[src/hdl/assert_macros.svh]
// Assertion macros used by the top RTL file of the receive block reassembly.
// Assertions compile only outside synthesis; the synthesis variants are empty.
`ifndef ASSERT_MACROS_SVH
`define ASSERT_MACROS_SVH
`ifndef SYNTHESIS
// property must hold at every rising clock edge outside reset
`define ERBR_ASSERT(lbl, clk, rst_n, prop) \
  lbl: assert property (@(posedge clk) disable iff (!rst_n) (prop)) \
    else $error("assertion failed");
// condition must never be seen outside reset
`define ERBR_NEVER(lbl, clk, rst_n, cond) \
  lbl: assert property (@(posedge clk) disable iff (!rst_n) !(cond)) \
    else $error("forbidden condition seen");
`else
`define ERBR_ASSERT(lbl, clk, rst_n, prop)
`define ERBR_NEVER(lbl, clk, rst_n, cond)
`endif
`endif

[src/hdl/erbr_pkg.sv]
// Package of the receive block reassembly: item codes, constants, result and pool types.
// No dependencies.
package erbr_pkg;

  localparam int POOL_DEPTH_DEF  = 16;
  localparam int ENTRY_W         = 48;
  localparam int START_MAX_BYTES = 64;

  localparam logic [1:0] MODE_STATUS = 2'd0;
  localparam logic [1:0] MODE_DATA   = 2'd1;
  localparam logic [1:0] MODE_BUFFER = 2'd2;

  localparam logic [2:0] REASON_FCS_OK   = 3'd0;
  localparam logic [2:0] REASON_FCS_BAD  = 3'd1;
  localparam logic [2:0] REASON_ODD_NYB  = 3'd2;
  localparam logic [2:0] REASON_BLK_DONE = 3'd3;
  localparam logic [2:0] REASON_OVERRUN  = 3'd4;
  localparam logic [2:0] REASON_FRAMING  = 3'd5;

  typedef struct packed {
    logic        write_valid;
    logic [31:0] write_address;
    logic [31:0] write_data;
    logic        deliver_valid;
    logic [31:0] deliver_address;
    logic [15:0] deliver_length;
    logic        packet_dropped;
    logic        pool_full;
  } erbr_result_t;

  typedef struct packed {
    logic push;
    logic pop;
  } erbr_pool_cmd_t;

  typedef struct packed {
    logic empty;
    logic full;
  } erbr_pool_sts_t;

endpackage

[src/hdl/erbr_ram.sv]
// Generic single-port-write, single-port-read RAM with registered read data.
// No dependencies.
module erbr_ram #(
  parameter int WIDTH = 8,
  parameter int DEPTH = 16
) (
  input  logic                     clk,
  input  logic                     wr_en,
  input  logic [$clog2(DEPTH)-1:0] wr_addr,
  input  logic [WIDTH-1:0]         wr_data,
  input  logic [$clog2(DEPTH)-1:0] rd_addr,
  output logic [WIDTH-1:0]         rd_data
);

  logic [WIDTH-1:0] mem [DEPTH];
  logic [WIDTH-1:0] rd_data_r;

  always_ff @(posedge clk) begin
    if (wr_en) begin
      mem[wr_addr] <= wr_data;
    end
    rd_data_r <= mem[rd_addr];
  end

  assign rd_data = rd_data_r;

endmodule

[src/hdl/erbr_pool.sv]
// Spare buffer stack: RAM holds the entries, a count register tracks the top.
// Depends on erbr_pkg and erbr_ram.
module erbr_pool
  import erbr_pkg::*;
#(
  parameter int POOL_DEPTH = POOL_DEPTH_DEF
) (
  input  logic                 clk,
  input  logic                 rst_n,
  input  erbr_pool_cmd_t       cmd,
  input  logic [ENTRY_W-1:0]   push_entry,
  output erbr_pool_sts_t       sts,
  output logic [ENTRY_W-1:0]   top_entry
);

  localparam int CW = $clog2(POOL_DEPTH + 1);
  localparam int IW = $clog2(POOL_DEPTH);

  logic [CW-1:0]      count_r, count_nxt, rd_cnt;
  logic               fwd_valid_r;
  logic [ENTRY_W-1:0] fwd_data_r;
  logic [ENTRY_W-1:0] rd_data;

  always_comb begin
    count_nxt = count_r;
    if (cmd.push) begin
      count_nxt = count_r + CW'(1);
    end else if (cmd.pop && (count_r != '0)) begin
      count_nxt = count_r - CW'(1);
    end
  end

  // read always targets the top after this cycle's update
  assign rd_cnt = count_nxt - CW'(1);

  erbr_ram #(
    .WIDTH(ENTRY_W),
    .DEPTH(POOL_DEPTH)
  ) u_ram (
    .clk     (clk),
    .wr_en   (cmd.push),
    .wr_addr (count_r[IW-1:0]),
    .wr_data (push_entry),
    .rd_addr (rd_cnt[IW-1:0]),
    .rd_data (rd_data)
  );

  always_ff @(posedge clk) begin
    if (!rst_n) begin
      count_r     <= '0;
      fwd_valid_r <= 1'b0;
    end else begin
      count_r     <= count_nxt;
      fwd_valid_r <= cmd.push;
    end
    fwd_data_r <= push_entry;
  end

  // a push writes the very entry being read; take it from the bypass
  assign top_entry = fwd_valid_r ? fwd_data_r : rd_data;
  assign sts.empty = (count_r == '0);
  assign sts.full  = (count_r == CW'(POOL_DEPTH));

endmodule

[src/hdl/erbr_out_buf.sv]
// Two-entry result buffer: output register plus skid register.
// Depends on erbr_pkg.
module erbr_out_buf
  import erbr_pkg::*;
(
  input  logic         clk,
  input  logic         rst_n,
  input  logic         push,
  input  erbr_result_t push_data,
  output logic         can_take,
  output logic         out_valid,
  output erbr_result_t out_data,
  input  logic         out_ready
);

  logic         main_valid_r, skid_valid_r;
  erbr_result_t main_r, skid_r;
  logic         take;

  assign take = main_valid_r && out_ready;

  always_ff @(posedge clk) begin
    if (!rst_n) begin
      main_valid_r <= 1'b0;
      skid_valid_r <= 1'b0;
    end else begin
      if (take) begin
        if (skid_valid_r) begin
          main_r       <= skid_r;
          skid_valid_r <= 1'b0;
        end else if (push) begin
          main_r <= push_data;
        end else begin
          main_valid_r <= 1'b0;
        end
      end else if (push) begin
        if (!main_valid_r) begin
          main_r       <= push_data;
          main_valid_r <= 1'b1;
        end else begin
          skid_r       <= push_data;
          skid_valid_r <= 1'b1;
        end
      end
    end
  end

  assign can_take  = !skid_valid_r;
  assign out_valid = main_valid_r;
  assign out_data  = main_r;

endmodule

[src/hdl/eth_rx_block_reassembly.sv]
// Receive block reassembly: input item decode, packet state and result build.
// Depends on erbr_pkg, erbr_pool, erbr_out_buf and assert_macros.svh.
//
// Usage:
//   Input channel (in_valid/in_ready) carries one item per handshake: a status
//   word, a data word or a buffer to add to the pool, chosen by in_mode.
//   Result channel (out_valid/out_ready) returns exactly one result per item,
//   in order: a store request, a delivered packet, drop and pool-full flags.
//   Each result is registered in the output buffer as its item is accepted.
//   Throughput: one item per cycle while in_ready is high. The pool's top entry
//   comes from the stack RAM's registered read, re-addressed every cycle to the
//   top after the current update, with a bypass register for a just-pushed entry.
//   Stall: a two-entry output buffer holds results; in_ready drops only when
//   both entries are full, and rises again the cycle after out_ready takes one.
//   Reset (rst_n low, synchronous): pool empty, no head buffer, no packet,
//   output buffer empty. The stack RAM is not cleared; only written entries
//   are ever used. Items are taken as soon as reset is released.
`include "assert_macros.svh"
module eth_rx_block_reassembly
  import erbr_pkg::*;
#(
  parameter int POOL_DEPTH = POOL_DEPTH_DEF
) (
  input  logic        clk,
  input  logic        rst_n,
  input  logic        in_valid,
  output logic        in_ready,
  input  logic [1:0]  in_mode,
  input  logic [2:0]  in_status_reason,
  input  logic [7:0]  in_block_bytes,
  input  logic [15:0] in_packet_bytes,
  input  logic [31:0] in_data_word,
  input  logic [31:0] in_buffer_address,
  input  logic [15:0] in_buffer_bytes,
  output logic        out_valid,
  input  logic        out_ready,
  output logic        out_write_valid,
  output logic [31:0] out_write_address,
  output logic [31:0] out_write_data,
  output logic        out_deliver_valid,
  output logic [31:0] out_deliver_address,
  output logic [15:0] out_deliver_length,
  output logic        out_packet_dropped,
  output logic        out_pool_full
);

  logic        head_present_r, head_present_nxt;
  logic [31:0] head_address_r, head_address_nxt;
  logic [15:0] head_capacity_r, head_capacity_nxt;
  logic        packet_active_r, packet_active_nxt;
  logic [15:0] received_length_r, received_length_nxt;
  logic [31:0] block_write_address_r, block_write_address_nxt;
  logic [6:0]  words_left_r, words_left_nxt;
  logic        block_keeps_data_r, block_keeps_data_nxt;
  logic [2:0]  pending_reason_r, pending_reason_nxt;

  logic               in_fire;
  erbr_result_t       res;
  erbr_result_t       out_res;
  erbr_pool_cmd_t     pool_cmd;
  erbr_pool_sts_t     pool_sts;
  logic [ENTRY_W-1:0] top_entry;

  logic        act;
  logic [2:0]  act_reason;
  logic [6:0]  words;
  logic        keep;
  logic [31:0] base;
  logic [16:0] sum;

  assign in_fire = in_valid && in_ready;

  always_comb begin
    head_present_nxt        = head_present_r;
    head_address_nxt        = head_address_r;
    head_capacity_nxt       = head_capacity_r;
    packet_active_nxt       = packet_active_r;
    received_length_nxt     = received_length_r;
    block_write_address_nxt = block_write_address_r;
    words_left_nxt          = words_left_r;
    block_keeps_data_nxt    = block_keeps_data_r;
    pending_reason_nxt      = pending_reason_r;
    res        = '0;
    pool_cmd   = '0;
    act        = 1'b0;
    act_reason = REASON_BLK_DONE;
    words      = 7'(({1'b0, in_block_bytes} + 9'd3) >> 2);
    keep       = 1'b0;
    base       = '0;
    sum        = {1'b0, received_length_r} + {9'b0, in_block_bytes};

    if (in_fire) begin
      unique case (in_mode)
        MODE_STATUS: begin
          if (in_packet_bytes <= 16'(START_MAX_BYTES)) begin
            // start or restart in the head buffer
            if (!packet_active_r && head_present_r) begin
              packet_active_nxt = 1'b1;
            end
            if (packet_active_nxt) begin
              keep                = 1'b1;
              base                = head_address_r;
              received_length_nxt = in_packet_bytes;
            end
          end else if (packet_active_r) begin
            base                = head_address_r + {16'b0, received_length_r};
            keep                = 1'b1;
            received_length_nxt = sum[15:0];
            if (sum > {1'b0, head_capacity_r}) begin
              packet_active_nxt  = 1'b0;
              keep               = 1'b0;
              res.packet_dropped = 1'b1;
            end
          end
          if (words == '0) begin
            words_left_nxt          = '0;
            block_keeps_data_nxt    = 1'b0;
            block_write_address_nxt = '0;
            pending_reason_nxt      = REASON_BLK_DONE;
            act                     = 1'b1;
            act_reason              = in_status_reason;
          end else begin
            words_left_nxt          = words;
            block_keeps_data_nxt    = keep;
            block_write_address_nxt = keep ? base : 32'b0;
            pending_reason_nxt      = in_status_reason;
          end
        end
        MODE_DATA: begin
          if (words_left_r != '0) begin
            if (block_keeps_data_r) begin
              res.write_valid         = 1'b1;
              res.write_address       = block_write_address_r;
              res.write_data          = in_data_word;
              block_write_address_nxt = block_write_address_r + 32'd4;
            end
            words_left_nxt = words_left_r - 7'd1;
            if (words_left_r == 7'd1) begin
              block_keeps_data_nxt = 1'b0;
              pending_reason_nxt   = REASON_BLK_DONE;
              act                  = 1'b1;
              act_reason           = pending_reason_r;
            end
          end
        end
        MODE_BUFFER: begin
          if (!head_present_r) begin
            head_present_nxt  = 1'b1;
            head_address_nxt  = in_buffer_address;
            head_capacity_nxt = in_buffer_bytes;
          end else if (pool_sts.full) begin
            res.pool_full = 1'b1;
          end else begin
            pool_cmd.push = 1'b1;
          end
        end
        default: begin
        end
      endcase
    end

    if (act) begin
      unique case (act_reason)
        REASON_FCS_OK: begin
          if (packet_active_nxt) begin
            res.deliver_valid   = 1'b1;
            res.deliver_address = head_address_r;
            res.deliver_length  = received_length_nxt;
            packet_active_nxt   = 1'b0;
            pool_cmd.pop        = 1'b1;
            if (!pool_sts.empty) begin
              head_present_nxt  = 1'b1;
              head_address_nxt  = top_entry[47:16];
              head_capacity_nxt = top_entry[15:0];
            end else begin
              head_present_nxt  = 1'b0;
              head_address_nxt  = '0;
              head_capacity_nxt = '0;
            end
          end
        end
        REASON_FCS_BAD, REASON_ODD_NYB, REASON_OVERRUN, REASON_FRAMING: begin
          if (packet_active_nxt) begin
            res.packet_dropped = 1'b1;
          end
          packet_active_nxt = 1'b0;
        end
        default: begin
        end
      endcase
    end
  end

  always_ff @(posedge clk) begin
    if (!rst_n) begin
      head_present_r        <= 1'b0;
      head_address_r        <= '0;
      head_capacity_r       <= '0;
      packet_active_r       <= 1'b0;
      received_length_r     <= '0;
      block_write_address_r <= '0;
      words_left_r          <= '0;
      block_keeps_data_r    <= 1'b0;
      pending_reason_r      <= REASON_BLK_DONE;
    end else begin
      head_present_r        <= head_present_nxt;
      head_address_r        <= head_address_nxt;
      head_capacity_r       <= head_capacity_nxt;
      packet_active_r       <= packet_active_nxt;
      received_length_r     <= received_length_nxt;
      block_write_address_r <= block_write_address_nxt;
      words_left_r          <= words_left_nxt;
      block_keeps_data_r    <= block_keeps_data_nxt;
      pending_reason_r      <= pending_reason_nxt;
    end
  end

  erbr_pool #(
    .POOL_DEPTH(POOL_DEPTH)
  ) u_pool (
    .clk        (clk),
    .rst_n      (rst_n),
    .cmd        (pool_cmd),
    .push_entry ({in_buffer_address, in_buffer_bytes}),
    .sts        (pool_sts),
    .top_entry  (top_entry)
  );

  erbr_out_buf u_out_buf (
    .clk       (clk),
    .rst_n     (rst_n),
    .push      (in_fire),
    .push_data (res),
    .can_take  (in_ready),
    .out_valid (out_valid),
    .out_data  (out_res),
    .out_ready (out_ready)
  );

  assign out_write_valid     = out_res.write_valid;
  assign out_write_address   = out_res.write_address;
  assign out_write_data      = out_res.write_data;
  assign out_deliver_valid   = out_res.deliver_valid;
  assign out_deliver_address = out_res.deliver_address;
  assign out_deliver_length  = out_res.deliver_length;
  assign out_packet_dropped  = out_res.packet_dropped;
  assign out_pool_full       = out_res.pool_full;

  // spares only exist behind a head buffer
  `ERBR_NEVER(a_spare_without_head, clk, rst_n, !pool_sts.empty && !head_present_r)
  `ERBR_NEVER(a_packet_without_head, clk, rst_n, packet_active_r && !head_present_r)
  `ERBR_NEVER(a_keep_without_words, clk, rst_n, block_keeps_data_r && (words_left_r == '0))
  // input stalls only while results are held
  `ERBR_ASSERT(a_stall_has_result, clk, rst_n, !in_ready |-> out_valid)

endmodule

[config.mk]
export PLATFORM = sky130hd
export DESIGN_NAME = eth_rx_block_reassembly
export DESIGN_NICKNAME = d
export VERILOG_FILES = /design/src/hdl/erbr_pkg.sv /design/src/hdl/erbr_ram.sv /design/src/hdl/erbr_pool.sv /design/src/hdl/erbr_out_buf.sv /design/src/hdl/eth_rx_block_reassembly.sv
export VERILOG_INCLUDE_DIRS = /design/src /design/src/hdl
export SDC_FILE = /design/constraint.sdc
export NUM_CORES = 1
export LEC_CHECK = 0
export CORE_MARGIN = 2
export CORE_UTILIZATION = 53
export DETAILED_ROUTE_END_ITERATION = 10
export DONT_BUFFER_PORTS = 1
export MAX_ROUTING_LAYER = met4
export PLACE_DENSITY_LB_ADDON = 0.25
export SLEW_MARGIN = 20
export SYNTH_ARGS = -nofsm -noshare
export SYNTH_HDL_FRONTEND = slang
export SYNTH_SLANG_ARGS = --single-unit
[constraint.sdc]
create_clock -name clk -period 17.4 [get_ports clk]
set_clock_uncertainty 0.05 [all_clocks]
set_input_delay 1.74 -clock clk [delete_from_list [all_inputs] [get_ports clk]]
set_output_delay 1.74 -clock clk [all_outputs]
set_load 0.1 [all_outputs]
==> results.py <==
metrics = {
    "outcome": {
        "status": "completed",
    },
    "critical_path": {
        "cp-end-kind": "flop",
        "crit_path_max_incr_delay_ns": 0.69,
        "critPathKind": "input pin to flop",
        "crit_arrival_ns": 8.35,
        "path_max_fanout": 34,
        "crit_required_ns": 17.90,
        "crit_chain": "ha_1, a21o_1, a21oi_1, o21bai_1, a21oi_1, o21bai_1, a21oi_1, o21bai_1, nand2_1, nor2_1, xor2_1, ha_1, nand2_1, or3_1, o211ai_1, a21oi_2, o2111ai_1, o211a_1, nand2_2, xnor2_4, buf_4, mux2i_1, mux2i_1",
        "crit_slowest_cell": "o211a_1",
        "start_kind": "input pin",
    },
    "grt": {
        "grt_pass1_vias": 30004,
        "antenna_found_initial": 2,
        "grt.total_usage_pct": 26.81,
        "overflow": 0,
        "grt_max_degree": 143,
        "grt_pass1_wl_mm": 192.3,
    },
    "synthesis": {
        "ys.warnings.count": 0,
        "netlist_instances": 3644,
        "async_flop_share_pct": 0,
        "synth.net_count": 3807,
        "synth_fa_ha_area_share_pct": 1.268,
        "synth_ff_type": "edfxtp_1",
        "synthMuxAreaShare_pct": 9.734,
        "synth_area_per_cell_sq_um": 13.87,
        "synth_common_cells": "edfxtp_1 (1000), mux2i_1 (416), nand2_1 (349), dfxtp_1 (213), nor2_1 (184)",
        "ys_seq_area_share_pct": 67.87,
        "netlist_area_sq_um": 50530,
        "synth_compound_area_share_pct": 9.543,
        "synth_seq_cells": 1213,
        "yosys.cell_count.top_type": "edfxtp_1",
        "yosysUniqueCellTypes": 94,
        "synth_top_cell_by_area": "edfxtp_1",
        "synth_top_family_by_area": "multiplexers",
        "synth_edf_count": 1000,
        "yosys.area_share.simple_pct": 8.687,
        "synth_area_leaders": "edfxtp_1 (59%), dfxtp_1 (8.4%), mux2i_1 (8.2%)",
        "synth_top_area_share_pct": 59.43,
        "synth_xor_xnor_area_share_pct": 0.7800,
    },
    "pwr": {
        "irDropWorstVdd_uv": 84.02,
        "power_mw": 6.058,
        "powerDensity_nw_per_um2": 107.9,
        "p_leak_nw": 20.13,
        "switchingPower_mw": 1.293,
        "clock_power_share_pct": 44.0,
        "pwr-share-comb_pct": 2.0,
        "pwr-share-seq_pct": 54.0,
        "switching_share_pct": 21.35,
        "p_int_mw": 4.765,
    },
    "sta": {
        "hold_violations": 0,
        "tightestPinTransition_ns": 1.179,
        "hold_ws_ns": 0.4240,
        "period_share_pct": 45.11,
        "slew_headroom_pct": 21.41,
        "period_needed_ns": 7.850,
        "fin_tns_setup_ns": 0,
        "fmax_ghz": 0.1274,
        "setup_violations": 0,
        "drv_slew": 0,
        "grt_setup_unrepaired": "false",
    },
    "floorplanning": {
        "ioPinCount": 231,
        "die_area_sq_um": 97820,
        "fp.coreArea_sq_um": 94730,
        "rows": 113,
        "start_util_pct": 53.34,
        "fp.dieH_microns": 312.8,
        "die_w_microns": 312.8,
    },
    "clock_tree": {
        "cts_inserted_buffers": 120,
        "holdBufCountCts": 0,
        "post_cts.repair.setup_buffers": 0,
        "clk_pin_slew_ns": 0.06,
        "cts_resized": 0,
        "clk_latency_ns": 0.74,
        "cts_tree": "built",
        "cts.sinks": 1213,
        "cts.htree.levels": 3,
        "clock-root-buffer": "clkbuf_16",
        "cts.path.max_buffers": 3,
    },
    "placement": {
        "place_hpwl_mm": 73.77,
        "place_inst": 4763,
        "numPortBuffers": 0,
        "gp_congestion": 0.9244,
    },
    "routing": {
        "vias": 31064,
        "avgViaCountPerCell": 6.222,
        "dr.first_iter.drc_count": 3312,
        "routed_wl_mm": 129.3,
        "first_pass_iters": 8,
        "drc": 0,
        "antenna_left": 0,
        "wire_per_inst_microns": 25.90,
    },
    "cells_and_area": {
        "num-fill-cells": 7322,
        "final_cells": 4993,
        "final_core_util_pct": 59.26,
        "drive_above_1_share_pct": 10.71,
        "nNetsFinal": 3784,
        "area_growth_pct": 11.09,
    },
    "job": {
        "cap_violations": 0,
    },
    "min_path": {
        "hp-class": "flop to flop",
    },
}
-- kinds of logic after synthesis --
kind of cell,Yosys count
DFF,1213
and+or+nand+nor,929
AOI/OAI and AO/OA,670
muxes,483
buffers and inverters,257
adders and majority gates,50
xor gates and xnor gates,42
-- through the flow --
stage                     area (sq um)  setup WS (ns)
after CTS                        56100          9.221
after global placement           52010          8.614
after floorplan                  50530          3.461
after global routing             56130          9.013
final                            56130          9.550
after detailed placement         52010          8.495
-- registers in the layout, summed over array words and instances (netlist names), 32 cells and up --
name                   count
u_pool.u_ram.mem         768
u_out_buf.out_data       116
u_out_buf.skid_r         116
u_pool.fwd_data_r         48
u_pool.u_ram.rd_data      48
block_write_address_r     32
head_address_r            32
-- worst max-delay path, delay by kind of cell --
kind,cells,cell delay (ns)
AOI/OAI and AO/OA,11,2.73
adders and majority gates,2,0.56
xor gates and xnor gates,2,0.85
buffers and inverters,1,0.67
muxes,2,0.37
and+or+nand+nor,5,1.35
-- layer usage --
layer / track usage [%] / vias to the layer above / part of all wire, %
met2: 42.81 / 1365 / 48
li1: - / 13896 / -
met3: 4.724 / 269 / 7.7
met4: 9.319 / 0 / 3.4
met5: - / - / 0
met1: 34.80 / 15534 / 41
-- placed cells by master (no fill, tap or decap), types with 30 or more instances in the layout --
cell type     n
a21o_1       58
edfxtp_1   1000
mux2i_1     416
buf_4        68
a21oi_1      95
o21ai_0      93
dfxtp_1     212
mux2_2       67
and2_1      115
nand3_1     120
clkinv_2     30
a22oi_1      94
inv_1        39
a211oi_1     47
ha_1         48
nor3_1       39
nor2_1      169
clkbuf_16   120
o22a_1       50
nand2_1     348
-- final timing paths --
path | to | from | slack [ns] | depth (start not counted)
max | u_pool.u_ram.rd_data[17] | in_block_bytes[1] | 9.55 | 23
min | pending_reason_r[2] | pending_reason_r[2] | 0.42 | 2
max reg2reg | u_pool.u_ram.rd_data[17] | received_length_r[1] | 10.11 | 23
min reg2reg | pending_reason_r[2] | pending_reason_r[2] | 0.42 | 2
-- power by group through the flow --
stage	sequential, mW	clock (mW)	combinational [mW]
after detailed placement	3.34	0	0.119
after CTS	3.27	2.70	0.120
after global routing	3.27	2.82	0.132
after floorplan	3.33	0	0.0900
after global placement	3.33	0	0.118
final	3.27	2.66	0.121
-- layout make-up --
type | instances | area [sq um] | area share, %
sequential | 1213 | 34300 | 61.10
multi-input combinational | 2174 | 15430 | 27.48
clock buffer | 148 | 3138 | 5.590
tap | 1265 | 1583 | 2.820
clock inverter | 80 | 953.4 | 1.699
timing repair buffer | 71 | 578.1 | 1.030
inverter | 41 | 155.1 | 0.2764
antenna | 1 | 2.502 | 0.004458
Note: power is estimated with default switching activity, not from simulation.
